## config.mk

```make
export PLATFORM = sky130hd
export DESIGN_NAME = csv_field_tokenizer_unit
export DESIGN_NICKNAME = d
export VERILOG_FILES = /design/src/hdl/csvt_pkg.sv /design/src/hdl/csvt_core.sv /design/src/hdl/csvt_emit.sv /design/src/hdl/csv_field_tokenizer_unit.sv
export SDC_FILE = /design/constraint.sdc
export NUM_CORES = 1
export LEC_CHECK = 0
export BUFFER_PORTS_ARGS = -buffer_cell sky130_fd_sc_hd__clkbuf_2
export CAP_MARGIN = 10
export CORE_MARGIN = 10
export CORE_UTILIZATION = 59
export CTS_CLUSTER_SIZE = 14
export DETAILED_ROUTE_END_ITERATION = 12
export PLACE_DENSITY_LB_ADDON = 0.12
export SYNTH_ARGS = -nofsm -noshare
export SYNTH_HDL_FRONTEND = slang
export SYNTH_SLANG_ARGS = --single-unit
```

## constraint.sdc

```tcl
create_clock -name clk -period 7.9 [get_ports clk]
set_clock_uncertainty 0.1 [all_clocks]
set_input_delay 1.58 -clock clk [delete_from_list [all_inputs] [get_ports clk]]
set_output_delay 1.58 -clock clk [all_outputs]
set_load 0.01 [all_outputs]
```

## src/hdl/csvt_pkg.sv

```systemverilog
// Shared types and constants for the CSV field tokenizer.
// Used by csvt_core, csvt_emit and csv_field_tokenizer_unit; no dependencies.
package csvt_pkg;

    localparam int TOK_SLOTS = 3;

    localparam logic [1:0] KIND_DATA = 2'd0;
    localparam logic [1:0] KIND_EOF  = 2'd1;
    localparam logic [1:0] KIND_EOL  = 2'd2;

    localparam logic [2:0] REG_DELIM_CHAR   = 3'd0;
    localparam logic [2:0] REG_DELIM_EN     = 3'd1;
    localparam logic [2:0] REG_QUOTE_CHAR   = 3'd2;
    localparam logic [2:0] REG_ESCAPE_CHAR  = 3'd3;
    localparam logic [2:0] REG_COMMENT_CHAR = 3'd4;
    localparam logic [2:0] REG_COMMENT_EN   = 3'd5;
    localparam logic [2:0] REG_DQUOTE_EN    = 3'd6;
    localparam logic [2:0] REG_OPTIONS      = 3'd7;

    typedef struct packed {
        logic [7:0] delimiter_char;
        logic       delimiter_enable;
        logic [7:0] quote_byte;
        logic [7:0] escape_byte;
        logic [7:0] comment_byte;
        logic       comment_enable;
        logic       double_quote_enable;
        logic [2:0] option_flags;
    } cfg_t;

    typedef struct packed {
        logic [1:0] kind;
        logic [7:0] data;
    } tok_t;

    typedef struct packed {
        logic [1:0]                 count;
        tok_t [TOK_SLOTS-1:0]       tok;
    } tok_bundle_t;

endpackage

```

## src/hdl/csvt_core.sv

```systemverilog
// Parse state registers and the per-byte token logic of the CSV tokenizer.
// Depends on csvt_pkg for the configuration and token bundle types.
module csvt_core
    import csvt_pkg::*;
(
    input  logic        clk,
    input  logic        rst_n,
    input  cfg_t        cfg,
    input  logic        in_acc,
    input  logic [7:0]  in_byte,
    input  logic        line_last,
    output tok_bundle_t bundle
);

    localparam logic [1:0] ST_START   = 2'd0;
    localparam logic [1:0] ST_FIELD   = 2'd1;
    localparam logic [1:0] ST_QUOTED  = 2'd2;
    localparam logic [1:0] ST_PENDING = 2'd3;

    logic [1:0] ps_reg;
    logic [1:0] ps_next;
    logic       esc_reg;
    logic       esc_next;
    logic       ad_reg;
    logic       ad_next;
    logic       cs_reg;
    logic       cs_next;

    logic        is_delim;
    logic        is_comment;
    logic        is_quote;
    logic        is_space;
    logic        pushed;
    logic        handled;
    logic [1:0]  st;
    tok_bundle_t b;

    function automatic tok_bundle_t add_tok(input tok_bundle_t cur, input logic [1:0] kind,
                                            input logic [7:0] data);
        tok_bundle_t r;
        r = cur;
        r.tok[cur.count].kind = kind;
        r.tok[cur.count].data = (kind == KIND_DATA) ? data : 8'd0;
        r.count = cur.count + 2'd1;
        return r;
    endfunction

    assign is_delim   = cfg.delimiter_enable && (in_byte == cfg.delimiter_char);
    assign is_comment = cfg.comment_enable && (in_byte == cfg.comment_byte);
    assign is_quote   = (in_byte == cfg.quote_byte);
    assign is_space   = (in_byte == 8'd32) || ((in_byte >= 8'd10) && (in_byte <= 8'd13));

    always_comb
    begin
        b        = '0;
        ps_next  = ps_reg;
        esc_next = esc_reg;
        ad_next  = ad_reg;
        cs_next  = cs_reg;
        pushed   = 1'b0;
        handled  = 1'b0;
        st       = ps_reg;
        if (cfg.option_flags[2])
        begin
            b = add_tok(b, KIND_DATA, in_byte);
            if (line_last)
            begin
                b        = add_tok(b, KIND_EOF, 8'd0);
                b        = add_tok(b, KIND_EOL, 8'd0);
                ps_next  = ST_START;
                esc_next = 1'b0;
                ad_next  = 1'b0;
                cs_next  = 1'b0;
            end
        end
        else
        begin
            if (!cs_reg)
            begin
                if (st == ST_PENDING)
                begin
                    if (is_quote)
                    begin
                        b       = add_tok(b, KIND_DATA, in_byte);
                        pushed  = 1'b1;
                        ps_next = ST_QUOTED;
                        handled = 1'b1;
                    end
                    else
                    begin
                        st = ST_FIELD;
                    end
                end
                if (!handled)
                begin
                    unique case (st)
                        ST_START:
                        begin
                            if (is_quote)
                            begin
                                ad_next = 1'b0;
                                b       = add_tok(b, KIND_DATA, in_byte);
                                pushed  = 1'b1;
                                ps_next = cfg.option_flags[1] ? ST_FIELD : ST_QUOTED;
                            end
                            else if (cfg.option_flags[0] && is_space)
                            begin
                                ad_next = ad_reg;
                            end
                            else if (is_delim)
                            begin
                                ad_next = 1'b1;
                                b       = add_tok(b, KIND_EOF, 8'd0);
                            end
                            else if (is_comment)
                            begin
                                ad_next = 1'b0;
                                cs_next = 1'b1;
                            end
                            else
                            begin
                                ad_next = 1'b0;
                                b       = add_tok(b, KIND_DATA, in_byte);
                                pushed  = 1'b1;
                                ps_next = ST_FIELD;
                            end
                        end
                        ST_FIELD:
                        begin
                            if (is_delim)
                            begin
                                b       = add_tok(b, KIND_EOF, 8'd0);
                                ad_next = 1'b1;
                                ps_next = ST_START;
                            end
                            else if (is_comment)
                            begin
                                b       = add_tok(b, KIND_EOF, 8'd0);
                                ps_next = ST_START;
                                cs_next = 1'b1;
                            end
                            else
                            begin
                                b       = add_tok(b, KIND_DATA, in_byte);
                                pushed  = 1'b1;
                                ps_next = ST_FIELD;
                            end
                        end
                        ST_QUOTED:
                        begin
                            b      = add_tok(b, KIND_DATA, in_byte);
                            pushed = 1'b1;
                            if (is_quote && !esc_reg)
                            begin
                                ps_next = cfg.double_quote_enable ? ST_PENDING : ST_FIELD;
                            end
                        end
                        default:
                        begin
                            ps_next = ps_reg;
                        end
                    endcase
                end
            end
            esc_next = pushed && (in_byte == cfg.escape_byte) && !esc_reg;
            if (line_last)
            begin
                if (!cs_next && ((ps_next != ST_START) || ad_next))
                begin
                    b = add_tok(b, KIND_EOF, 8'd0);
                end
                b        = add_tok(b, KIND_EOL, 8'd0);
                ps_next  = ST_START;
                esc_next = 1'b0;
                ad_next  = 1'b0;
                cs_next  = 1'b0;
            end
        end
    end

    assign bundle = b;

    always_ff @(posedge clk or negedge rst_n)
    begin
        if (!rst_n)
        begin
            ps_reg  <= ST_START;
            esc_reg <= 1'b0;
            ad_reg  <= 1'b0;
            cs_reg  <= 1'b0;
        end
        else if (in_acc)
        begin
            ps_reg  <= ps_next;
            esc_reg <= esc_next;
            ad_reg  <= ad_next;
            cs_reg  <= cs_next;
        end
    end

`ifndef ASSERT_OFF
    a_line_end_clears: assert property (@(posedge clk) disable iff (!rst_n)
        (in_acc && line_last) |=> (ps_reg == ST_START && !esc_reg && !ad_reg && !cs_reg))
        else $error("Parse state not cleared after the last byte of a line.");
    a_skip_at_start: assert property (@(posedge clk) disable iff (!rst_n)
        cs_reg |-> (ps_reg == ST_START))
        else $error("Comment skip active outside the start-of-field state.");
    a_line_end_emits: assert property (@(posedge clk) disable iff (!rst_n)
        (in_acc && line_last) |-> (bundle.count != 2'd0))
        else $error("Last byte of a line produced no token.");
`endif

endmodule

```

## src/hdl/csvt_emit.sv

```systemverilog
// Result register of the CSV tokenizer: holds the tokens of one item and
// hands them out one per cycle while out_stall is low. Depends on csvt_pkg for the token types.
module csvt_emit
    import csvt_pkg::*;
(
    input  logic        clk,
    input  logic        rst_n,
    input  logic        load,
    input  tok_bundle_t bundle,
    output logic        can_load,
    output logic        out_valid,
    input  logic        out_stall,
    output logic [1:0]  token_kind,
    output logic [7:0]  token_byte,
    output logic        run_last
);

    logic [1:0]            cnt_reg;
    logic [1:0]            cnt_next;
    tok_t [TOK_SLOTS-1:0]  tok_reg;
    tok_t [TOK_SLOTS-1:0]  tok_next;
    logic                  take;

    assign out_valid  = (cnt_reg != 2'd0);
    assign take       = out_valid && !out_stall;
    assign can_load   = (cnt_reg == 2'd0) || ((cnt_reg == 2'd1) && take);
    assign token_kind = tok_reg[0].kind;
    assign token_byte = tok_reg[0].data;
    assign run_last   = (cnt_reg == 2'd1);

    always_comb
    begin
        cnt_next = cnt_reg;
        tok_next = tok_reg;
        if (load)
        begin
            cnt_next = bundle.count;
            tok_next = bundle.tok;
        end
        else if (take)
        begin
            cnt_next = cnt_reg - 2'd1;
            tok_next = {tok_reg[TOK_SLOTS-1], tok_reg[TOK_SLOTS-1:1]};
        end
    end

    always_ff @(posedge clk or negedge rst_n)
    begin
        if (!rst_n)
        begin
            cnt_reg <= 2'd0;
        end
        else
        begin
            cnt_reg <= cnt_next;
        end
    end

    always_ff @(posedge clk)
    begin
        tok_reg <= tok_next;
    end

`ifndef ASSERT_OFF
    a_load_when_free: assert property (@(posedge clk) disable iff (!rst_n)
        load |-> ((cnt_reg == 2'd0) || ((cnt_reg == 2'd1) && take)))
        else $error("Tokens loaded over tokens not yet delivered.");
    a_drain_to_empty: assert property (@(posedge clk) disable iff (!rst_n)
        (take && run_last && !load) |=> (cnt_reg == 2'd0))
        else $error("Buffer not empty after its last token was taken.");
    a_hold_when_stalled: assert property (@(posedge clk) disable iff (!rst_n)
        (out_valid && out_stall) |=> (out_valid && $stable(token_kind)
            && $stable(token_byte) && $stable(run_last)))
        else $error("Stalled token changed before it was taken.");
`endif

endmodule

```

## src/hdl/csv_field_tokenizer_unit.sv

```systemverilog
// Top level of the CSV field tokenizer: configuration registers, parse core
// and result register. Depends on csvt_pkg, csvt_core and csvt_emit.
//
//   channel | signals                                      | direction
//   input   | in_valid, in_stall, in_byte, line_last       | byte in
//   output  | out_valid, out_stall, token_kind/byte, run_last | token out
//   config  | cfg_we, cfg_index, cfg_data                  | register write
//
// Each byte is parsed in the cycle it is accepted and its zero to three tokens
// are registered; they leave at one token per cycle while out_stall is low, and a
// byte with no token puts nothing on the output.
// A new byte is taken when the buffer is empty or its last token is delivered.
// Reset clears the parse state and the result buffer and loads the register
// defaults; out_stall holds the current token and back-pressures in_stall.
module csv_field_tokenizer_unit
    import csvt_pkg::*;
(
    input  logic       clk,
    input  logic       rst_n,
    input  logic       cfg_we,
    input  logic [2:0] cfg_index,
    input  logic [7:0] cfg_data,
    input  logic       in_valid,
    output logic       in_stall,
    input  logic [7:0] in_byte,
    input  logic       line_last,
    output logic       out_valid,
    input  logic       out_stall,
    output logic [1:0] token_kind,
    output logic [7:0] token_byte,
    output logic       run_last
);

    cfg_t        cfg_reg;
    cfg_t        cfg_next;
    tok_bundle_t bundle;
    logic        can_load;
    logic        in_acc;

    always_comb
    begin
        cfg_next = cfg_reg;
        if (cfg_we)
        begin
            unique case (cfg_index)
                REG_DELIM_CHAR:   cfg_next.delimiter_char      = cfg_data;
                REG_DELIM_EN:     cfg_next.delimiter_enable    = cfg_data[0];
                REG_QUOTE_CHAR:   cfg_next.quote_byte          = cfg_data;
                REG_ESCAPE_CHAR:  cfg_next.escape_byte         = cfg_data;
                REG_COMMENT_CHAR: cfg_next.comment_byte        = cfg_data;
                REG_COMMENT_EN:   cfg_next.comment_enable      = cfg_data[0];
                REG_DQUOTE_EN:    cfg_next.double_quote_enable = cfg_data[0];
                REG_OPTIONS:      cfg_next.option_flags        = cfg_data[2:0];
                default:          cfg_next = cfg_reg;
            endcase
        end
    end

    always_ff @(posedge clk or negedge rst_n)
    begin
        if (!rst_n)
        begin
            cfg_reg.delimiter_char      <= 8'd44;
            cfg_reg.delimiter_enable    <= 1'b1;
            cfg_reg.quote_byte          <= 8'd34;
            cfg_reg.escape_byte         <= 8'd92;
            cfg_reg.comment_byte        <= 8'd35;
            cfg_reg.comment_enable      <= 1'b0;
            cfg_reg.double_quote_enable <= 1'b1;
            cfg_reg.option_flags        <= 3'd0;
        end
        else
        begin
            cfg_reg <= cfg_next;
        end
    end

    assign in_stall = !can_load;
    assign in_acc   = in_valid && can_load;

    csvt_core u_core (
        .clk       (clk),
        .rst_n     (rst_n),
        .cfg       (cfg_reg),
        .in_acc    (in_acc),
        .in_byte   (in_byte),
        .line_last (line_last),
        .bundle    (bundle)
    );

    csvt_emit u_emit (
        .clk        (clk),
        .rst_n      (rst_n),
        .load       (in_acc),
        .bundle     (bundle),
        .can_load   (can_load),
        .out_valid  (out_valid),
        .out_stall  (out_stall),
        .token_kind (token_kind),
        .token_byte (token_byte),
        .run_last   (run_last)
    );

endmodule

```

After elaboration in Yosys (flattened, before gate mapping)
Cells that the tools add are included.

Memories: 0. Output and inout port bits: 13. Logic and storage cells: 185. RAM bits: 0. ROM bits: 0. Bits in registers: 75. Latch bits: 0.

Reductions and logical operators: 36. $lt $le $gt $ge: 8. Shift-type cells: 0. Bitwise operators: 0. Add/subtract/negate cells: 4. Mux-type cells: 101. Multiply operators: 0. Eq/ne operators: 17. Div/mod/pow operators: 0.

Operators with widths (number): $mux 32 (16); $bwmux 30 (8); $demux 10 s2 (6); $pmux 32 s3 (1); $mux 30 (3); $mux 2 (22); $mux 1 (33); $eq 8x8->1 (4); $mux 31 (1); $mux 10 (3); $mux 8 (3); $mux 20 (1); $reduce_and 2->1 (9); $logic_and 1x1->1 (14); $eq 3x3->1 const B (4); $lt 2x3->1 const B (3); $eq 8x6->1 const B (1); $ge 8x4->1 const B (1); $le 8x4->1 const B (1); $add 2x1->2 const B (3); $eq 3x2->1 const B (2); $ge 2x1->1 const B (3); $pmux 2 s3 (1); $reduce_bool 2->1 (3); 11 further kinds (20).

Logic depth before layout (Yosys ltp)
Gate-level depths: netlist of the first run.

Depth after elaboration: 37. Gate-level depth with buffers: 18.

Modules after synthesis
Synthesis of the first run repeated with hierarchy kept, for this count alone.

Cell total of the unflattened synthesis: 374. Area, all modules: 4463.0 um^2.

Modules (own cells, without submodules): csv_field_tokenizer_unit (instances 1, area an instance 1517.7 um^2, cells each 90); csvt_core (instances 1, area an instance 1501.4 um^2, cells each 192); csvt_emit (instances 1, area an instance 1443.9 um^2, cells each 92).

Worst setup path after synthesis of the first run
No wires, ideal clock.

Kind: input-to-reg. From: input port in_byte[0]. To: register u_emit.tok_reg (netlist bit u_emit.token_byte[0]) (data pin). Buffers on the path: 1. Data required time: 7.543 ns. Arrival time: 4.630 ns. Stages: 17. Slack: 2.913 ns. Cell sequence: buf_6 xor2_1 nor4_4 and2_4 nand3_1 ha_1 nand2b_1 a2111oi_2 nor2_1 inv_1 ha_1 nand2_1 ha_1 nand2_1 a21boi_0 a41o_4 a21oi_2.

RTL lines: start, declared (line csv_field_tokenizer_unit.sv:25) `input logic [7:0] in_byte,`; end signal, assigned (line csvt_emit.sv:61) `tok_reg <= tok_next;`; end, declared (line csvt_emit.sv:20) `tok_t [TOK_SLOTS-1:0] tok_reg;`.

==> results_dict.tcl, run 1 <==
set metrics [dict create \
    syn_inst 333 \
    worst_path_most_repeated_cell "ha_1" \
    layout_setup_ws_ns 2.83 \
    yosysWarnings 0 \
    r2r-start "cfg_reg[10]$_DFFE_PN1P_" \
    cts_tree "yes" \
    hp-class "reg -> reg" \
    ys_types 62 \
    crit_start "in_byte[0]" \
    num_vias 2517 \
    drt-vias-per-instance 5.61 \
    grt_overflow 0 \
    power_frac_seq_pct 45.1 \
    final_common_cell "mux2_2" \
    cap_violations 0 \
    diodes 0 \
    top_layer_used "met4" \
    antenna_found_initial 0 \
    drt_pass1_iterations 6 \
    p_leak_nw 1.80 \
    p_sw_mw 0.374 \
    holdPathEnd "cfg_reg[23]$_DFFE_PN0P_" \
    swShare_pct 32.1 \
    p_int_mw 0.790 \
    clkTransAtPathRegs_ns 0.07 \
    final_util_pct 66.6 \
    rsz0062_at_grt "no" \
    totalWireLength_mm 7.87 \
    fillers 507 \
    irDropWorstVdd_mv 0.136 \
    ys_seq_area_share_pct 45.8 \
    grt_max_degree 46 \
    row_count 29 \
    status "finished clean" \
    ant_nets 0 \
    grt_pass1_vias 2630 \
    critPathSlowestCell "a2111oi_2" \
    cp_max_fo 8 \
    final.setup.tns_ns 0 \
    cts_hold_buf 0 \
    comb_power_share_pct 28.4 \
    gp_congestion 0.838 \
    portBuffers 37 \
    dieWidth_um 102 \
    wl_per_cell_um 17.5 \
    clockPowerShare_pct 26.4 \
    power.total_mw 1.16 \
    nets 403 \
    synth_top_flop_cell "dfrtp_1" \
    synth_area_sq_mm 0.00394 \
    arrival_ns 5.06 \
    cp_slowest_stage_delay_ns 0.48 \
    drtIter0Drc 177 \
    place_hpwl_mm 5.70 \
    syn2layout_area_growth_pct 8.67 \
    cts_buffer_depth 2 \
    drive_gt1_share_pct 36.8 \
    r2r_cells 15 \
    die_area_sq_mm 0.0103 \
    cts-htree-levels 3 \
    r2r_slack_ns 3.83 \
    hold_start "cfg_reg[23]$_DFFE_PN0P_" \
    drc 0 \
    place_ws_ns 2.44 \
    worstHoldPathCells 1 \
    met1_length_mm 3.71 \
    numCtsBuffers 9 \
    setup_viol 0 \
    worst_r2r_endpoint "u_emit.token_byte[3]$_DFFE_PP_" \
    slew_violations 0 \
    final_cell_mix "mux2_2, clkbuf_2, nand2_1, dfrtp_1, edfxtp_1" \
    clk_latency_ns 0.35 \
    met3RoutedLength_um 434 \
    worstPathRequired_ns 7.90 \
    start_util_pct 61.3 \
    avgSynthCellArea_sq_um 11.8 \
    largest_register_ffs 38 \
    finalCritPeriodShare_pct 64.1 \
    p_per_area_mw_per_mm2 272 \
    hold_viol_final 0 \
    slew_headroom_pct 53.7 \
    worst_slew_pin_slew_ns 0.689 \
    wl_met2_mm 3.53 \
    end_kind "flip-flop" \
    synth_edf_count 22 \
    timing.fmax_mhz 197 \
    worstSetupStartpointType "input pin" \
    crit_type "in -> reg" \
    cts_root_buf "clkbuf_8" \
    ioPinCount 38 \
    clock-sinks 67 \
    yosys_register_bits 67 \
    fin_crit_ns 5.07 \
    grt_usage_pct 15.8 \
    cts_setup_buffers 0 \
    grt_pass1_wl_mm 12.8 \
    cts_resized 0 \
    core_sq_mm 0.00642 \
    cp_cell_sequence "clkbuf_2 -> xor2_1 -> nor4_4 -> and2_4 -> nand3_1 -> ha_1 -> nand2b_1 -> a2111oi_2 -> nor2_1 -> inv_1 -> ha_1 -> nand2_1 -> ha_1 -> nand2_1 -> a21boi_0 -> a41o_4 -> a21oi_2" \
    die_y_um 102 \
    async_flop_share_pct 67.2 \
]
[worst max-delay path: cells and delay by family]
family / cells / cell delay (ns)
XOR/XNOR: 1 / 0.22
AO/OA/AOI/OAI: 4 / 0.97
AND/OR/NAND/NOR: 7 / 1.26
buffers and inverters: 2 / 0.28
adder cells (fa/ha/maj): 3 / 0.75
[through the flow]
stage | instance area [sq um] | hold slack, ns | instances
after floorplan | 3970 | 0.371 | 342
after global placement | 4060 | 0.410 | 433
after detailed placement | 4060 | 0.413 | 433
after CTS | 4280 | 0.433 | 449
after global routing | 4280 | 0.445 | 449
final | 4280 | 0.431 | 449
[cell usage after synthesis (2+ instances only)]
library cell  count  area share, %
nor4_4            2            1.1
nand4b_1          4           0.89
buf_6            11            3.1
nor3b_1           3           0.57
inv_1            13            1.2
nand4_1           5           0.79
dfrtp_1          31             20
xnor2_1          16            3.6
and2_4            2           0.44
a21oi_2           9            2.0
nand3_1           4           0.51
nor2_1            7           0.67
a31oi_1           4           0.64
o31ai_1           2           0.38
conb_1            2           0.19
a21o_1            2           0.38
nor3_1            6           0.76
o21ai_0           8            1.0
ha_1             11            3.5
a21oi_1          11            1.4
buf_2             2           0.25
a31oi_4           2            1.1
buf_4            11            2.1
dfstp_2          14            9.3
nand2b_1          5           0.79
clkbuf_1          3           0.29
nand2_1          31            3.0
nor4_1            2           0.32
mux2i_1           3           0.76
edfxtp_1         22             17
xor2_1           16            3.6
mux2_2           39             11
[final cells by class]
cell class                      count  area (sq um)  share of cell area, %
Tap cell                           77          96.3                   2.25
Multi-Input combinational cell    235          1890                   44.2
Clock buffer                       13           203                   4.74
Inverter                           13          48.8                   1.14
Clock inverter                      3          21.3                  0.497
Timing Repair Buffer               41           215                   5.03
Sequential cell                    67          1800                   42.2
[layer usage]
| metal | track usage (%) | vias up |
|---|---|---|
| met5 | 0 | - |
| met4 | 8.25 | 0 |
| met3 | 3.74 | 18 |
| met2 | 24.5 | 74 |
| met1 | 20.1 | 1193 |
| li1 | - | 1232 |
[cells by family (layout without fill, tap and decap cells)]
group           count (synthesis)  count (layout)  share of synthesized area [%]
mux                            42              42                           11.9
fa+ha+maj                      11              11                           3.50
buf+inv                        40              70                           7.02
compound gates                 56              56                           11.8
simple gates                   83              83                           12.7
other cells                     2              11                          0.191
flops                          67              67                           45.8
xor+xnor                       32              32                           7.12
[worst max-delay path by stage]
stage | end | cells after the start
after CTS | u_emit.token_byte[3]$_DFFE_PP_ | 17
after detailed placement | u_emit.token_byte[6]$_DFFE_PP_ | 17
after floorplan | u_emit.token_byte[0]$_DFFE_PP_ | 17
final | u_emit.token_byte[3]$_DFFE_PP_ | 17
after global placement | u_emit.token_byte[4]$_DFFE_PP_ | 17
after global routing | u_emit.token_byte[2]$_DFFE_PP_ | 16
[power groups by stage]
stage | combinational (mW) | sequential [mW] | clock [mW]
2_1_floorplan | 0.295 | 0.511 | 0
3_3_place_gp | 0.327 | 0.529 | 0
3_5_place_dp | 0.335 | 0.532 | 0
4_1_cts | 0.336 | 0.526 | 0.312
5_1_grt | 0.370 | 0.537 | 0.321
6_report | 0.331 | 0.525 | 0.308
Power figures use the tool's default switching activity.
==> inputs of run 2 (changes only) <==
Clock period 7.9 ns to 4.7 ns, I/O delays scaled along.
==> run 2 against run 1 <==
Effect of this change:
- die area unchanged
- wire length increased by 1.4%
- final cell count increased by 1.3%
- setup slack got worse by 2.4 ns
- first-iteration DRC count increased by 5.6%
- clock power increased by 67%
- worst hold slack got worse by 0.0026 ns
- critical endpoint is now u_emit.token_byte[2]$_DFFE_PP_
- largest cell class unchanged
==> results_dict.tcl, run 2 (synthesis results as in run 1) <==
set metrics [dict create \
    status "finished clean" \
    p_per_area_mw_per_mm2 455 \
    start_util_pct 61.3 \
    worstHoldPathCells 2 \
    top_layer_used "met4" \
    ant_nets 0 \
    wl_met2_mm 3.72 \
    met3RoutedLength_um 416 \
    place_hpwl_mm 5.90 \
    ioPinCount 38 \
    antenna_found_initial 0 \
    core_sq_mm 0.00642 \
    dieWidth_um 102 \
    clock-sinks 67 \
    crit_type "in -> reg" \
    worst_r2r_endpoint "u_emit.token_byte[2]$_DFFE_PP_" \
    hp-class "reg -> reg" \
    slew_violations 0 \
    timing.fmax_mhz 233 \
    syn2layout_area_growth_pct 9.47 \
    final.setup.tns_ns 0 \
    worst_slew_pin_slew_ns 1.10 \
    totalWireLength_mm 7.98 \
    end_kind "flip-flop" \
    p_leak_nw 1.82 \
    cts-htree-levels 3 \
    irDropWorstVdd_mv 0.259 \
    nets 409 \
    fin_crit_ns 4.30 \
    hold_viol_final 0 \
    met1_length_mm 3.71 \
    worstPathRequired_ns 4.69 \
    hold_start "u_emit.tok_reg[29]$_DFFE_PP_" \
    die_area_sq_mm 0.0103 \
    drt_pass1_iterations 4 \
    grt_max_degree 46 \
    drc 0 \
    cp_max_fo 8 \
    cts_hold_buf 0 \
    portBuffers 37 \
    regArea_sq_mm 0.00180 \
    wl_per_cell_um 17.5 \
    crit_start "in_byte[6]" \
    cts_setup_buffers 0 \
    cts_tree "yes" \
    grt_pass1_vias 2632 \
    diodes 0 \
    setup_viol 0 \
    cts_root_buf "clkbuf_8" \
    grt_usage_pct 16.2 \
    final_cell_mix "mux2_2, clkbuf_2, nand2_1, dfrtp_1, edfxtp_1" \
    num_vias 2593 \
    fillers 511 \
    rsz0062_at_grt "no" \
    multiInputGateArea_sq_mm 0.00189 \
    finalCritPeriodShare_pct 91.5 \
    holdWs_ns 0.428 \
    r2r-start "cfg_reg[26]$_DFFE_PN1P_" \
    grt_pass1_wl_mm 13.0 \
    arrival_ns 4.29 \
    clk_latency_ns 0.34 \
    slew_headroom_pct 26.8 \
    row_count 29 \
    gp_congestion 0.900 \
    final_common_cell "mux2_2" \
    stdcell_count 455 \
    r2r_slack_ns 0.73 \
    numCtsBuffers 9 \
    drtIter0Drc 187 \
    dp_cells 439 \
    drive_gt1_share_pct 37.6 \
    cts_resized 0 \
    holdPathEnd "u_emit.tok_reg[19]$_DFFE_PP_" \
    cts_buffer_depth 2 \
    clkTransAtPathRegs_ns 0.07 \
    die_y_um 102 \
    r2r_cells 16 \
    cap_violations 0 \
    grt_overflow 0 \
    worstSetupStartpointType "input pin" \
    drt-vias-per-instance 5.70 \
    largest_register_ffs 38 \
]
## run 2: cell count changes in the layout (fill, tap and decap cells not counted), sizes merged
cell and delta:
buf +6, bufinv +2, clkbuf -2, clkinv +2, clkinvlp -1, inv -1
## run 2: layout make-up
class	count	share of cell area (%)
Inverter	13	1.13
Clock buffer	11	3.05
Multi-Input combinational cell	235	43.9
Sequential cell	67	41.9
Tap cell	77	2.24
Clock inverter	5	1.83
Timing Repair Buffer	47	6.04
## run 2: worst max-delay path by stage
| stage | cells after the start | endpoint | slack (ns) |
|---|---|---|---|
| after floorplan | 17 | u_emit.token_byte[0]$_DFFE_PP_ | 0.35 |
| after global placement | 17 | u_emit.token_byte[4]$_DFFE_PP_ | 0.20 |
| after detailed placement | 17 | u_emit.token_byte[2]$_DFFE_PP_ | 0.07 |
| after CTS | 17 | u_emit.token_byte[2]$_DFFE_PP_ | 0.41 |
| after global routing | 17 | u_emit.token_byte[0]$_DFFE_PP_ | 0.13 |
| final | 17 | u_emit.token_byte[2]$_DFFE_PP_ | 0.40 |
## run 2: metrics by stage
| step | instance area [sq um] | util, % | power, mW | worst slack, ns |
|---|---|---|---|---|
| 3_5_place_dp | 4100 | 63.8 | 1.46 | 0.0743 |
| 4_1_cts | 4310 | 67.1 | 1.98 | 0.411 |
| 6_report | 4310 | 67.1 | 1.96 | 0.399 |
| 3_3_place_gp | 4100 | 63.8 | 1.44 | 0.205 |
| 2_1_floorplan | 3970 | - | 1.35 | 0.353 |
| 5_1_grt | 4310 | 67.1 | 2.07 | 0.126 |
## run 2: per-layer routing
metal | up-vias | global-route usage (%)
met5 | - | 0
met1 | 1255 | 20.7
li1 | 1246 | -
met3 | 12 | 3.54
met4 | 0 | 7.59
met2 | 80 | 25.6
## run 2: worst max-delay path: stages
cell and delay (ns):
clkbuf_2 0.15, xor2_1 0.19, nor4_4 0.33, and2_4 0.23, nand3_1 0.13, ha_1 0.33, nand2b_1 0.15, a2111oi_2 0.44
nor2_1 0.17, inv_1 0.11, ha_1 0.24, nand2_1 0.11, ha_1 0.19, nand2_1 0.07, a21boi_0 0.24, a41o_4 0.22
a21oi_2 0.05
## run 2: power breakdown
part           total, mW  internal [mW]  switching, mW
registers          0.885          0.797         0.0885
clock network      0.515          0.298          0.216
logic              0.560          0.246          0.314
total               1.96           1.34          0.619
==> inputs of run 3 (changes only) <==
Settings changed: GPL_TIMING_DRIVEN set to 0.
==> run 3 against run 2 <==
Effect of this change:
- maximum frequency down 3.5%
- die area unchanged
- power rose by 2.5%
- largest power group unchanged
==> results_dict.tcl, run 3 (synthesis results as in run 1) <==
set metrics [dict create \
    ant_nets 0 \
    final_common_cell "mux2_2" \
    hold_viol_final 0 \
    grt_pass1_vias 2603 \
    dieWidth_um 102 \
    cts-htree-levels 3 \
    timing.fmax_mhz 224 \
    r2r-start "cfg_reg[25]$_DFFE_PN0P_" \
    r2r_slack_ns 0.54 \
    slew_violations 0 \
    grt_max_degree 46 \
    p_per_area_mw_per_mm2 451 \
    die_y_um 102 \
    ioPinCount 38 \
    drt_pass1_iterations 4 \
    drtIter0Drc 171 \
    start_util_pct 61.3 \
    cp_cell_sequence "buf_6 -> xor2_1 -> nor4_4 -> and2_4 -> nand3_1 -> ha_1 -> nand2b_1 -> a2111oi_4 -> nor2_1 -> inv_1 -> ha_1 -> nand2_1 -> ha_1 -> nand2_1 -> a21boi_0 -> a41o_4 -> a21oi_2" \
    dpl_cell_area_sq_mm 0.00421 \
    worst_path_most_repeated_cell "ha_1" \
    status "finished clean" \
    cts_hold_buf 0 \
    clk_latency_ns 0.34 \
    crit_type "in -> reg" \
    clkTransAtPathRegs_ns 0.08 \
    core_sq_mm 0.00642 \
    final.setup.tns_ns 0 \
    syn2layout_area_growth_pct 13.3 \
    diodes 0 \
    grt_pass1_wl_mm 12.9 \
    hp-class "reg -> reg" \
    irDropWorstVdd_mv 0.245 \
    cp_max_fo 8 \
    worstSetupStartpointType "input pin" \
    cts_tree "yes" \
    crit_start "in_byte[4]" \
    fin_crit_ns 4.46 \
    hold_start "u_core.ad_reg$_DFFE_PN0P_" \
    holdWs_ns 0.426 \
    grt_usage_pct 16.0 \
    cp_slowest_stage_delay_ns 0.46 \
    largest_register_ffs 38 \
    final_cell_mix "mux2_2, nand2_1, dfrtp_1" \
    cts_buffer_depth 2 \
    nets 422 \
    finalCritPeriodShare_pct 94.9 \
    fin_area_sq_mm 0.00446 \
    place_hpwl_mm 5.91 \
    clock-sinks 67 \
    final_util_pct 69.4 \
    critPathSlowestCell "nor4_4" \
    drt-vias-per-instance 5.62 \
    cts_root_buf "clkbuf_8" \
    gp_congestion 0.824 \
    num_vias 2628 \
    totalWireLength_mm 8.07 \
    wl_per_cell_um 17.3 \
    slew_headroom_pct 19.8 \
    cap_violations 0 \
    path_buf_inv 2 \
    antenna_found_initial 0 \
    die_area_sq_mm 0.0103 \
    end_kind "flip-flop" \
    crit_family "simple AND/OR/NAND/NOR gates" \
    worstPathRequired_ns 4.70 \
    grt_overflow 0 \
    drc 0 \
    drive_gt1_share_pct 39.4 \
    fillers 469 \
    row_count 29 \
    worst_slew_pin_slew_ns 1.19 \
    setup_viol 0 \
    arrival_ns 4.46 \
    rsz0062_at_grt "no" \
    numCtsBuffers 9 \
    portBuffers 27 \
    p_leak_nw 1.89 \
]
run 3: where the power goes:
group	switching (mW)	total (mW)	leakage (nW)	internal [mW]
logic	0.341	0.651	1.04	0.310
clock network	0.226	0.486	0.107	0.260
registers	0.0757	0.872	0.744	0.797
run 3: stage by stage:
| step | setup WS [ns] | power, mW | cells |
|---|---|---|---|
| 4_1_cts | 0.161 | 2.01 | 463 |
| 2_1_floorplan | 0.353 | 1.35 | 342 |
| 5_1_grt | 0.0235 | 2.12 | 468 |
| 6_report | 0.242 | 2.01 | 468 |
| 3_5_place_dp | -0.176 | 1.53 | 447 |
| 3_3_place_gp | -0.0658 | 1.50 | 446 |
run 3: layout make-up:
type                            count  area [sq um]  area share (%)
Timing Repair Buffer               33           178            3.98
Multi-Input combinational cell    235          1900            42.7
Clock buffer                       10           138            3.09
Inverter                           13          48.8            1.09
Clock inverter                      6          63.8            1.43
Sequential cell                    67          1800            40.5
Tap cell                           77          96.3            2.16
Buffer                             27           228            5.11
run 3: worst min-delay path, cell delays in order (launching register included):
cell and delay, ns:
dfrtp_1 0.38, nand2_1 0.05, o21ai_0 0.06
run 3: worst paths after layout:
path / end / cells after the start
max in group asynchronous: cfg_reg[23]$_DFFE_PN0P_ / 1
min: u_core.ad_reg$_DFFE_PN0P_ / 2
min reg2reg: u_core.ad_reg$_DFFE_PN0P_ / 2
min in group asynchronous: u_core.ad_reg$_DFFE_PN0P_ / 1
max reg2reg: u_emit.token_byte[3]$_DFFE_PP_ / 16
max: u_emit.token_byte[3]$_DFFE_PP_ / 17
run 3: timing repair:
item	4_1_cts	5_1_grt
resized for setup	0	1
setup endpoints to repair	0	8
buffers inserted	0	4
run 3: layer usage:
layer	global-route usage [%]	wire, um	vias up
li1	-	-	1273
met1	20.1	3570	1282
met2	25.9	3890	64
met3	4.22	490	9
met4	5.72	119	0
met5	0	0	-
